--- config.mk ---
export PLATFORM = sky130hd
export DESIGN_NAME = touch_slider_position
export DESIGN_NICKNAME = d
export VERILOG_FILES = /design/src/hdl/tsp_pkg.sv /design/src/hdl/touch_slider_position.sv
export SDC_FILE = /design/constraint.sdc
export NUM_CORES = 1
export LEC_CHECK = 0
export BUFFER_PORTS_ARGS = -buffer_cell sky130_fd_sc_hd__buf_2
export CORE_ASPECT_RATIO = 0.7
export CORE_MARGIN = 3
export CORE_UTILIZATION = 65
export CTS_CLUSTER_DIAMETER = 200
export DETAILED_ROUTE_END_ITERATION = 8
export GPL_TIMING_DRIVEN = 0
export PLACE_DENSITY = 0.94
export SETUP_SLACK_MARGIN = 0.02
export SLEW_MARGIN = 20
export SYNTH_ARGS = -nofsm -noshare
export SYNTH_HDL_FRONTEND = slang
export SYNTH_SLANG_ARGS = --single-unit
--- constraint.sdc ---
create_clock -name i_clk -period 9.7 [get_ports i_clk]
set_clock_uncertainty 0.1 [all_clocks]
set_input_delay 0.97 -clock i_clk [delete_from_list [all_inputs] [get_ports i_clk]]
set_output_delay 0.97 -clock i_clk [all_outputs]
set_load 0.01 [all_outputs]
--- src/hdl/tsp_pkg.sv ---
// Package for the two-electrode touch slider block.
// Holds command codes, register indexes, field widths and reset values.
// No dependencies.
`timescale 1ns / 1ps

package tsp_pkg;

    // command codes (tuser of the input word)
    localparam logic [1:0] CMD_CAL  = 2'd0;
    localparam logic [1:0] CMD_SCAN = 2'd1;
    localparam logic [1:0] CMD_READ = 2'd2;

    // configuration register indexes
    localparam logic [1:0] REG_THR_FIRST  = 2'd0;
    localparam logic [1:0] REG_THR_SECOND = 2'd1;
    localparam logic [1:0] REG_CH_FIRST   = 2'd2;
    localparam logic [1:0] REG_CH_SECOND  = 2'd3;

    localparam int CNT_W   = 16;   // raw count / baseline
    localparam int DELTA_W = 15;   // clamped delta
    localparam int CH_W    = 4;    // channel number
    localparam int POS_W   = 7;    // position 0..100
    localparam int QUO_W   = 7;    // quotient bits of d*100/sum
    localparam int DVD_W   = 23;   // dividend / shifted divisor width

    localparam int IN_DATA_W  = 24;
    localparam int OUT_DATA_W = 16;

    localparam logic [DELTA_W-1:0] THR_RESET       = 15'd100;
    localparam logic [CH_W-1:0]    CH_FIRST_RESET  = 4'd9;
    localparam logic [CH_W-1:0]    CH_SECOND_RESET = 4'd8;

    localparam logic [8:0] FULL_SCALE = 9'd100;
    localparam logic [POS_W-1:0] POS_MAX = 7'd100;

endpackage

--- src/hdl/touch_slider_position.sv ---
// Top level of the two-electrode touch slider position block.
// Command decode, per-electrode state and a shared shift-subtract divider.
// Depends on tsp_pkg.
`timescale 1ns / 1ps

// Usage:
//   Input stream s_axis: one command word per handshake. tuser carries the
//   command (calibrate, scan, read); tdata carries electrode and raw count.
//   Output stream m_axis: exactly one result word per command, holding the
//   position, the channel to scan next and the round-complete flag.
//   Configuration: i_cfg_wr_en writes register i_cfg_idx with i_cfg_data
//   (thresholds and channel numbers); write only while the block is idle.
// Timing:
//   Calibrate, scan and reads that start no division (round not complete,
//   no touch or zero delta sum): the result word is registered on the
//   accepting edge and offered the next cycle, so these commands can follow
//   one per cycle while m_axis_tready is high.
//   A read that finds a touch at round end runs two divisions of delta*100
//   by the delta sum on one restoring divider, 7 steps each, plus load and
//   finish states; the word is registered when the second division ends.
//   s_axis_tready is low while busy.
// Reset: synchronous, active low. Thresholds go to 100, channels to 9 and 8,
//   baselines, deltas, electrode pointer and round flag to zero.
// Stall: the result waits in the output register until m_axis_tready; no
//   new command is taken while it is held.
module touch_slider_position (
    input  logic        i_clk,
    input  logic        i_rst_n,
    input  logic        s_axis_tvalid,
    output logic        s_axis_tready,
    input  logic [23:0] s_axis_tdata,   // [0] electrode, [16:1] count, zero fill
    input  logic [1:0]  s_axis_tuser,   // [1:0] cmd
    output logic        m_axis_tvalid,
    input  logic        m_axis_tready,
    output logic [15:0] m_axis_tdata,   // [6:0] position, [10:7] scan_channel,
                                        // [11] round_complete, zero fill
    input  logic        i_cfg_wr_en,
    input  logic [1:0]  i_cfg_idx,
    input  logic [14:0] i_cfg_data
);

    localparam logic [2:0] S_IDLE = 3'd0;
    localparam logic [2:0] S_LOAD = 3'd1;
    localparam logic [2:0] S_DIV  = 3'd2;
    localparam logic [2:0] S_FIN  = 3'd3;

    // configuration
    logic [tsp_pkg::DELTA_W-1:0] r_thr [2];
    logic [tsp_pkg::CH_W-1:0]    r_ch  [2];

    // slider state
    logic [tsp_pkg::CNT_W-1:0]   r_base  [2];
    logic [tsp_pkg::DELTA_W-1:0] r_delta [2];
    logic r_cur, n_cur;
    logic r_done, n_done;

    // sequencer and divider
    logic [2:0]                  r_state, n_state;
    logic                        r_phase, n_phase;
    logic [2:0]                  r_step, n_step;
    logic [tsp_pkg::DVD_W-1:0]   r_rem, n_rem;
    logic [tsp_pkg::DVD_W-1:0]   r_div, n_div;
    logic [tsp_pkg::QUO_W-1:0]   r_quo, n_quo;
    logic [tsp_pkg::QUO_W-1:0]   r_a, n_a;

    // output register
    logic                          r_out_valid, n_out_valid;
    logic [tsp_pkg::OUT_DATA_W-1:0] r_out_data, n_out_data;

    logic                        w_accept;
    logic [1:0]                  w_cmd;
    logic                        w_elec;
    logic [tsp_pkg::CNT_W-1:0]   w_count;
    logic [tsp_pkg::CNT_W-1:0]   w_diff;
    logic [tsp_pkg::DELTA_W-1:0] w_new_delta;
    logic [tsp_pkg::CNT_W-1:0]   w_sum;
    logic                        w_touch;
    logic [tsp_pkg::DELTA_W-1:0] w_op;
    logic [tsp_pkg::DVD_W-1:0]   w_op_ext;
    logic [tsp_pkg::DVD_W-1:0]   w_dividend;
    logic [8:0]                  w_pos9;
    logic                        w_delta_we;

    assign w_cmd   = s_axis_tuser;
    assign w_elec  = s_axis_tdata[0];
    assign w_count = s_axis_tdata[16:1];

    assign s_axis_tready = (r_state == S_IDLE) && (!r_out_valid || m_axis_tready);
    assign w_accept      = s_axis_tvalid && s_axis_tready;

    assign m_axis_tvalid = r_out_valid;
    assign m_axis_tdata  = r_out_data;

    assign w_diff      = w_count - r_base[r_cur];
    assign w_new_delta = w_diff[15] ? '0 : w_diff[14:0];
    assign w_sum       = {1'b0, r_delta[0]} + {1'b0, r_delta[1]};
    assign w_touch     = (r_delta[0] > r_thr[0]) || (r_delta[1] > r_thr[1]);

    // d*100 = d*64 + d*32 + d*4
    assign w_op       = r_phase ? r_delta[1] : r_delta[0];
    assign w_op_ext   = {{(tsp_pkg::DVD_W-tsp_pkg::DELTA_W){1'b0}}, w_op};
    assign w_dividend = (w_op_ext << 6) + (w_op_ext << 5) + (w_op_ext << 2);

    assign w_pos9 = tsp_pkg::FULL_SCALE - {2'b00, r_a} + {2'b00, r_quo};

    assign w_delta_we = w_accept && (w_cmd == tsp_pkg::CMD_SCAN) && !r_done;

    always_comb begin
        logic [tsp_pkg::POS_W-1:0] pos;
        logic                      emit;
        n_state     = r_state;
        n_phase     = r_phase;
        n_step      = r_step;
        n_rem       = r_rem;
        n_div       = r_div;
        n_quo       = r_quo;
        n_a         = r_a;
        n_cur       = r_cur;
        n_done      = r_done;
        pos         = '0;
        emit        = 1'b0;
        n_out_valid = r_out_valid && !m_axis_tready;
        unique case (r_state)
            S_IDLE: begin
                if (w_accept) begin
                    emit = 1'b1;
                    priority if (w_cmd == tsp_pkg::CMD_SCAN) begin
                        if (!r_done) begin
                            n_cur  = !r_cur;
                            n_done = r_cur;
                        end
                    end else if (w_cmd == tsp_pkg::CMD_READ) begin
                        if (r_done) begin
                            if (w_touch && (w_sum != '0)) begin
                                emit    = 1'b0;
                                n_state = S_LOAD;
                                n_phase = 1'b0;
                            end else begin
                                n_done = 1'b0;
                            end
                        end
                    end else begin
                    end
                end
            end
            S_LOAD: begin
                n_rem   = w_dividend;
                n_div   = {1'b0, w_sum, 6'b0};
                n_quo   = '0;
                n_step  = 3'd6;
                n_state = S_DIV;
            end
            S_DIV: begin
                if (r_rem >= r_div) begin
                    n_rem = r_rem - r_div;
                    n_quo = {r_quo[tsp_pkg::QUO_W-2:0], 1'b1};
                end else begin
                    n_quo = {r_quo[tsp_pkg::QUO_W-2:0], 1'b0};
                end
                n_div  = r_div >> 1;
                n_step = r_step - 3'd1;
                if (r_step == 3'd0) begin
                    n_state = S_FIN;
                end
            end
            S_FIN: begin
                if (!r_phase) begin
                    n_a     = r_quo;
                    n_phase = 1'b1;
                    n_state = S_LOAD;
                end else begin
                    pos     = w_pos9[7:1];
                    n_done  = 1'b0;
                    emit    = 1'b1;
                    n_state = S_IDLE;
                end
            end
            default: n_state = S_IDLE;
        endcase
        n_out_data = r_out_data;
        if (emit) begin
            n_out_valid = 1'b1;
            n_out_data  = {4'b0, n_done, (n_cur ? r_ch[1] : r_ch[0]), pos};
        end
    end

    always_ff @(posedge i_clk) begin
        if (!i_rst_n) begin
            r_state     <= S_IDLE;
            r_phase     <= 1'b0;
            r_cur       <= 1'b0;
            r_done      <= 1'b0;
            r_out_valid <= 1'b0;
            r_thr[0]    <= tsp_pkg::THR_RESET;
            r_thr[1]    <= tsp_pkg::THR_RESET;
            r_ch[0]     <= tsp_pkg::CH_FIRST_RESET;
            r_ch[1]     <= tsp_pkg::CH_SECOND_RESET;
            r_base[0]   <= '0;
            r_base[1]   <= '0;
            r_delta[0]  <= '0;
            r_delta[1]  <= '0;
        end else begin
            r_state     <= n_state;
            r_phase     <= n_phase;
            r_cur       <= n_cur;
            r_done      <= n_done;
            r_out_valid <= n_out_valid;
            if (i_cfg_wr_en) begin
                unique case (i_cfg_idx)
                    tsp_pkg::REG_THR_FIRST:  r_thr[0] <= i_cfg_data;
                    tsp_pkg::REG_THR_SECOND: r_thr[1] <= i_cfg_data;
                    tsp_pkg::REG_CH_FIRST:   r_ch[0]  <= i_cfg_data[3:0];
                    tsp_pkg::REG_CH_SECOND:  r_ch[1]  <= i_cfg_data[3:0];
                    default: ;
                endcase
            end
            if (w_accept && (w_cmd == tsp_pkg::CMD_CAL)) begin
                r_base[w_elec] <= w_count;
            end
            if (w_delta_we) begin
                r_delta[r_cur] <= w_new_delta;
            end
        end
    end

    // datapath, no reset needed
    always_ff @(posedge i_clk) begin
        r_step     <= n_step;
        r_rem      <= n_rem;
        r_div      <= n_div;
        r_quo      <= n_quo;
        r_a        <= n_a;
        r_out_data <= n_out_data;
    end

endmodule

* Yosys cells after proc, flatten, opt, wreduce, memory -nomap -nowiden *
Memories as Yosys holds them, arrays and structs flattened. A register that Yosys moved wholly into a read port is not among the register bits.
Cells that the tools add are included.
Widths: inputs -> output; s select.

word-level totals
  bits in registers = 82
  bits in writable memories = 100
  input bits = 48
  output and inout bits = 18
  word-level logic and storage cells = 151
  memories kept = 4

operators by class
  add/subtract/negate cells = 8
  $lt $le $gt $ge = 3
  equality and inequality tests = 15
  muxes and demuxes = 77
  bitwise operators = 5
  reduce and logical (&&, ||, !) cells = 27

memory list
  memory   depth  bits a word  read ports  clocked after memory_dff  wr ports  line                         RTL
  r_base   2      16           1           1                         2         touch_slider_position.sv:52  logic [tsp_pkg::CNT_W-1:0] r_base [2];
  r_delta  2      15           2           0                         2         touch_slider_position.sv:53  logic [tsp_pkg::DELTA_W-1:0] r_delta [2];
  r_thr    2      15           2           0                         2         touch_slider_position.sv:48  logic [tsp_pkg::DELTA_W-1:0] r_thr [2];
  r_ch     2      4            2           0                         2         touch_slider_position.sv:49  logic [tsp_pkg::CH_W-1:0] r_ch [2];

operators by type and width
  operator             number
  $pmux 23 s2          2
  $mux 15              5
  $mux 1               53
  $gt 15x15->1         2
  $add 22x17->23       1
  $ge 23x23->1         1
  $mux 23              1
  $sub 23x23->23       1
  $add 21x20->22       1
  $mux 3               6
  $add 15x15->16       1
  $mux 16              1
  $reduce_bool 16->1   1
  $reduce_or 16->1     1
  $sub 16x16->16       1
  $reduce_or 15->1     1
  $pmux 7 s2           1
  $mux 4               3
  $pmux 3 s4           1
  $reduce_and 6->1     2
  $ne 2x2->1 const B   5
  $add 8x8->8          1
  $sub 7x7->8 const A  1
  $logic_and 1x1->1    7
  16 further kinds     35

* Logic depth before layout (Yosys ltp) *
  word-level depth = 11
  mapped depth = 16

* Worst setup path after synthesis *
OpenSTA, ideal clock, no wires.

  path kind = register to register
  start = register r_phase
  end = register r_rem[20] (netlist bit) (data pin)
  setup time = 270 ps
  arrival time = 3,343 ps
  required time = 9,330 ps
  slack = 5,987 ps
  cell stages (with the launch flop) = 16
  path buffers = 1
  cell sequence = dfxtp_1 > buf_1 > mux2_2 > fa_1 > ha_1 > inv_1 > fa_1 > nor2b_1 > o21ai_1 > a21boi_1 > o41ai_2 > o221ai_1 > a21o_1 > a21oi_1 > xor2_1 > mux2i_1

on the way
  cells in the longest elaborated chain, start to end = 4

ends and longest elaborated chain
  element                 line                          RTL
  from (decl)             touch_slider_position.sv:59   logic r_phase, n_phase;
  from (signal assigned)  touch_slider_position.sv:204  r_phase <= n_phase;
  $mux 15 *               touch_slider_position.sv:100  assign w_op = r_phase ? r_delta[1] : r_delta[0];
  $add 21x20->22          touch_slider_position.sv:102  assign w_dividend = (w_op_ext << 6) + (w_op_ext << 5) + (w_op_ext << 2);
  $add 22x17->23 *        touch_slider_position.sv:102
  $pmux 23 s2 *           touch_slider_position.sv:123  unique case (r_state)
  via n_rem (one bit)     touch_slider_position.sv:61   logic [tsp_pkg::DVD_W-1:0] r_rem, n_rem;
  to (signal assigned)    touch_slider_position.sv:229  r_rem <= n_rem;
  to (decl)               touch_slider_position.sv:61

Mark *: on every way through the listed nets, which the timed path passes. The rest lies on a longest branch.
A chain may end at the register's enable or synchronous reset.

* Worst setup path in the final report *
Same ends and word-level chain as after synthesis.

==> results.toml <==
[setup_path]
worst_ep_arrival_time_ps = 4430
reg2reg_depth = 15
cp_capture_type = "flip-flop"
crit_fanout = 10
worst_ep_required_time_ps = 9780
cpLargestDelayFamily = "compound AO/OA/AOI/OAI gates"
timing.rr.start = "r_phase$_SDFFE_PN0P_"
setup_slack_reg_to_reg_ps = 5360
r2r-end = "r_rem[20]$_DFFE_PP_"
crit_path_cell_trace = "buf_1 -> o21ai_0 -> fa_1 -> ha_1 -> inv_1 -> fa_1 -> nor2b_1 -> o21ai_1 -> a21boi_1 -> o41ai_2 -> o221ai_1 -> a21o_1 -> a21oi_1 -> xor2_1 -> mux2i_1"
crit_slowest_cell = "o21ai_0"
start_kind = "flip-flop"
critPathKind = "flip-flop to flip-flop"
slowest_delay_ps = 710
worst_path_most_repeated_cell = "fa_1"
buffers_inverters_on_critical_path = 2

[timing]
clock.fmax_mhz = 230
grt_setup_unrepaired = "no"
fin_crit_sh_pct = 44.8
finalMaxSlewViolations = 0
report.final.hold_viol_count = 0
final.min_clock_period_ps = 4340
timing.setup.tns_ps = 0
finalSetupViolations = 0
worst_slew_pin_slew_ps = 941
max-slew-margin-rel_pct = 37.1

[clock_network]
tritoncts_num_sinks = 181
ctsRootBufferMaster = "clkbuf_16"
clk-insertion-delay-late_ps = 460
ctsHoldBuffers = 0
h-tree-depth = 4
cts-resized-gates = 0
clock_tree_from_tritoncts = "built"
clock_buffers_created_by_tritoncts = 17
clk_pin_slew_worst_paths_ps = 80
deepest_clock_path_buffer_count = 2
cts_setup_buffers = 0

[route]
antenna_violating_nets_post_route = 0
drt-initial-drc-count = 1087
drt_drc = 0
post_drt_via_cell_ratio = 6.19
wl_per_cell_um = 19.3
dr_total_vias = 8736
drt_pass1_iterations = 5
routed_wl_um = 27300

[logic_synthesis]
synth_edf_count = 174
syn_inst = 1088
ys_ff_latch = 181
area_of_the_mapped_netlist_sq_mm = 0.0118
synth_flop_cell = "edfxtp_1"
yosysSeqAreaShare_pct = 45.3
synth_area_per_cell_sq_um = 10.9
synth.yosys.warnings = 0
asyncSetResetFlopFracSynth_pct = 0
netlist-cell-type-count = 70

[placement]
hpwlAfterDp_um = 19900
io_buffers = 54
placed_cells = 1379
routabilityCongestion = 0.947

[cells_and_area]
top_library_cells_by_usage_in_the_layout_fill_and_taps_aside = "edfxtp_1 (174), ha_1 (120), inv_1 (103), nand2_1 (65), and2_1 (63)"
layout_commonest_cell = "edfxtp_1"
footprint_of_the_multi_input_gates_sq_mm = 0.00601
post_layout_nonfiller_instances = 1411
final_net_count = 1352
layout-drive-gt1-share_pct = 13.8
n_fill_cell = 1066
area_added_between_synthesis_and_finish_pct = 10.7
antenna_diode_instance_count = 0
final-seq-area_sq_mm = 0.00537

[pwr]
design_power_total_mw = 2.41
power.share.sequential_pct = 41.4
cellInternalPower_mw = 1.61
p_sw_share_pct = 33.4
power_switching_uw = 806
power.combinational.fraction_pct = 28.9
power_density_mw_per_mm2 = 184
p_leak_nw = 5.54
power_frac_clock_pct = 29.7
vdd_ir_drop_max_mv = 0.137

[run_status]
status = "complete, no violations"

[floorplan]
design.die.area_sq_mm = 0.0199
floorplan.rows = 40
io_pins = 66
start_util_pct = 67.6
dieWidth_um = 167
core-area_sq_mm = 0.0175
die_h_um = 119

[global_routing]
grt_pass1_wl_um = 44100
globalRoute.totalOverflow = 0
grt_start_max_net_pins = 40
overall_fraction_of_global_route_tracks_in_use_pct = 28.0
number_of_antenna_violations_at_the_first_check_in_global_routing = 0
grt_pass1_vias = 8588

[worst_hold_path]
worst_hold_end = "r_a[6]$_DFFE_PP_"
hold_path_class = "flip-flop to flip-flop"
worstHoldStart = "r_quo[6]$_SDFFCE_PN0P_"
min_path_cells = 0

[flow_run]
timing.max_cap.violations = 0
[metrics by stage]
step	area [sq um]	hold WS [ps]	util (%)	worst slack (ps)
after global placement	12400	335	70.8	5300
after global routing	13100	375	74.8	5130
final	13100	345	74.8	5360
after detailed placement	12500	335	71.2	5470
after CTS	13100	346	74.8	5430
after floorplan	11800	326	-	5990
[power by group through the flow]
stage | registers, mW | clock network (mW) | logic (mW)
after floorplan | 1.01 | 0 | 0.490
after global placement | 1.01 | 0 | 0.630
after detailed placement | 1.01 | 0 | 0.667
after CTS | 0.996 | 0.713 | 0.684
after global routing | 1.00 | 0.750 | 0.763
final | 0.997 | 0.716 | 0.698
[sequential cells by signal, indices dropped and copies added, names as in the netlist, named ones only]
signal	cells
r_thr	30
r_ch	8
r_phase	1
m_axis_tvalid	1
m_axis_tdata	12
r_quo	7
r_cur	1
r_base	32
r_div	22
r_rem	23
r_a	7
r_step	3
r_done	1
r_state	2
r_delta	30
[per-layer routing]
| layer | global-route usage, % | vias to the layer above | part of all wire (%) |
|---|---|---|---|
| li1 | - | 4070 | - |
| met1 | 38.6 | 4145 | 43 |
| met2 | 43.4 | 443 | 45 |
| met3 | 6.10 | 78 | 8.2 |
| met4 | 11.4 | 0 | 3.6 |
| met5 | 0 | - | 0 |
[kinds of logic after synthesis]
logic type	Yosys count	share of synthesized area (%)
flip-flops	181	45.3
multiplexers	46	4.14
adder cells (fa/ha/maj)	137	15.5
AO/OA/AOI/OAI	222	12.3
XOR/XNOR	59	4.37
other	1	0.0317
AND/OR/NAND/NOR	312	13.9
buffers and inverters	130	4.40
[layout make-up]
class / instances / area share (%)
flip-flops and latches: 181 / 41.0
repair buffers: 57 / 2.27
well taps: 231 / 2.21
inverters: 103 / 2.95
clock buffers: 17 / 3.25
clock inverters: 15 / 1.50
multi-input cells: 780 / 45.8
plain buffers: 27 / 1.02
[how the worst max path moves through the flow]
| stage | start | end | slack, ps | cells past startpoint |
|---|---|---|---|---|
| 6_report | r_phase$_SDFFE_PN0P_ | r_rem[20]$_DFFE_PP_ | 5360 | 15 |
| 2_1_floorplan | r_phase$_SDFFE_PN0P_ | r_rem[20]$_DFFE_PP_ | 5990 | 15 |
| 4_1_cts | r_phase$_SDFFE_PN0P_ | r_rem[20]$_DFFE_PP_ | 5430 | 15 |
| 3_5_place_dp | r_phase$_SDFFE_PN0P_ | r_rem[20]$_DFFE_PP_ | 5470 | 15 |
| 5_1_grt | r_phase$_SDFFE_PN0P_ | r_rem[20]$_DFFE_PP_ | 5130 | 15 |
| 3_3_place_gp | m_axis_tready | r_base[1][7]$_SDFFCE_PN0P_ | 5300 | 6 |
[synthesized netlist by cell type, drive strengths merged (3+ instances only)]
library cell | count | share of area [%]
a211oi | 9 | 0.70
nand2 | 65 | 2.1
o31ai | 3 | 0.19
o211ai | 6 | 0.42
a21oi | 58 | 2.6
o21a | 11 | 0.70
a211o | 3 | 0.22
nor2b | 18 | 0.95
nand2b | 14 | 0.74
ha | 121 | 13
mux2 | 24 | 2.3
xnor2 | 37 | 2.7
buf | 12 | 0.66
and3 | 6 | 0.32
o21bai | 8 | 0.51
edfxtp | 174 | 44
a21o | 37 | 2.3
and4 | 3 | 0.22
mux2i | 22 | 1.9
o221ai | 4 | 0.30
nor2 | 77 | 2.9
and2 | 63 | 3.3
dfxtp | 7 | 1.2
xor2 | 22 | 1.6
a21boi | 3 | 0.19
or3 | 14 | 0.74
a31oi | 6 | 0.32
clkbuf | 15 | 0.48
nand4 | 13 | 0.69
nand3 | 12 | 0.59
inv | 103 | 3.3
fa | 16 | 2.7
o21ai | 56 | 2.4
nor4 | 4 | 0.21
nor3 | 15 | 0.63
(Power assumes the default switching activity.)
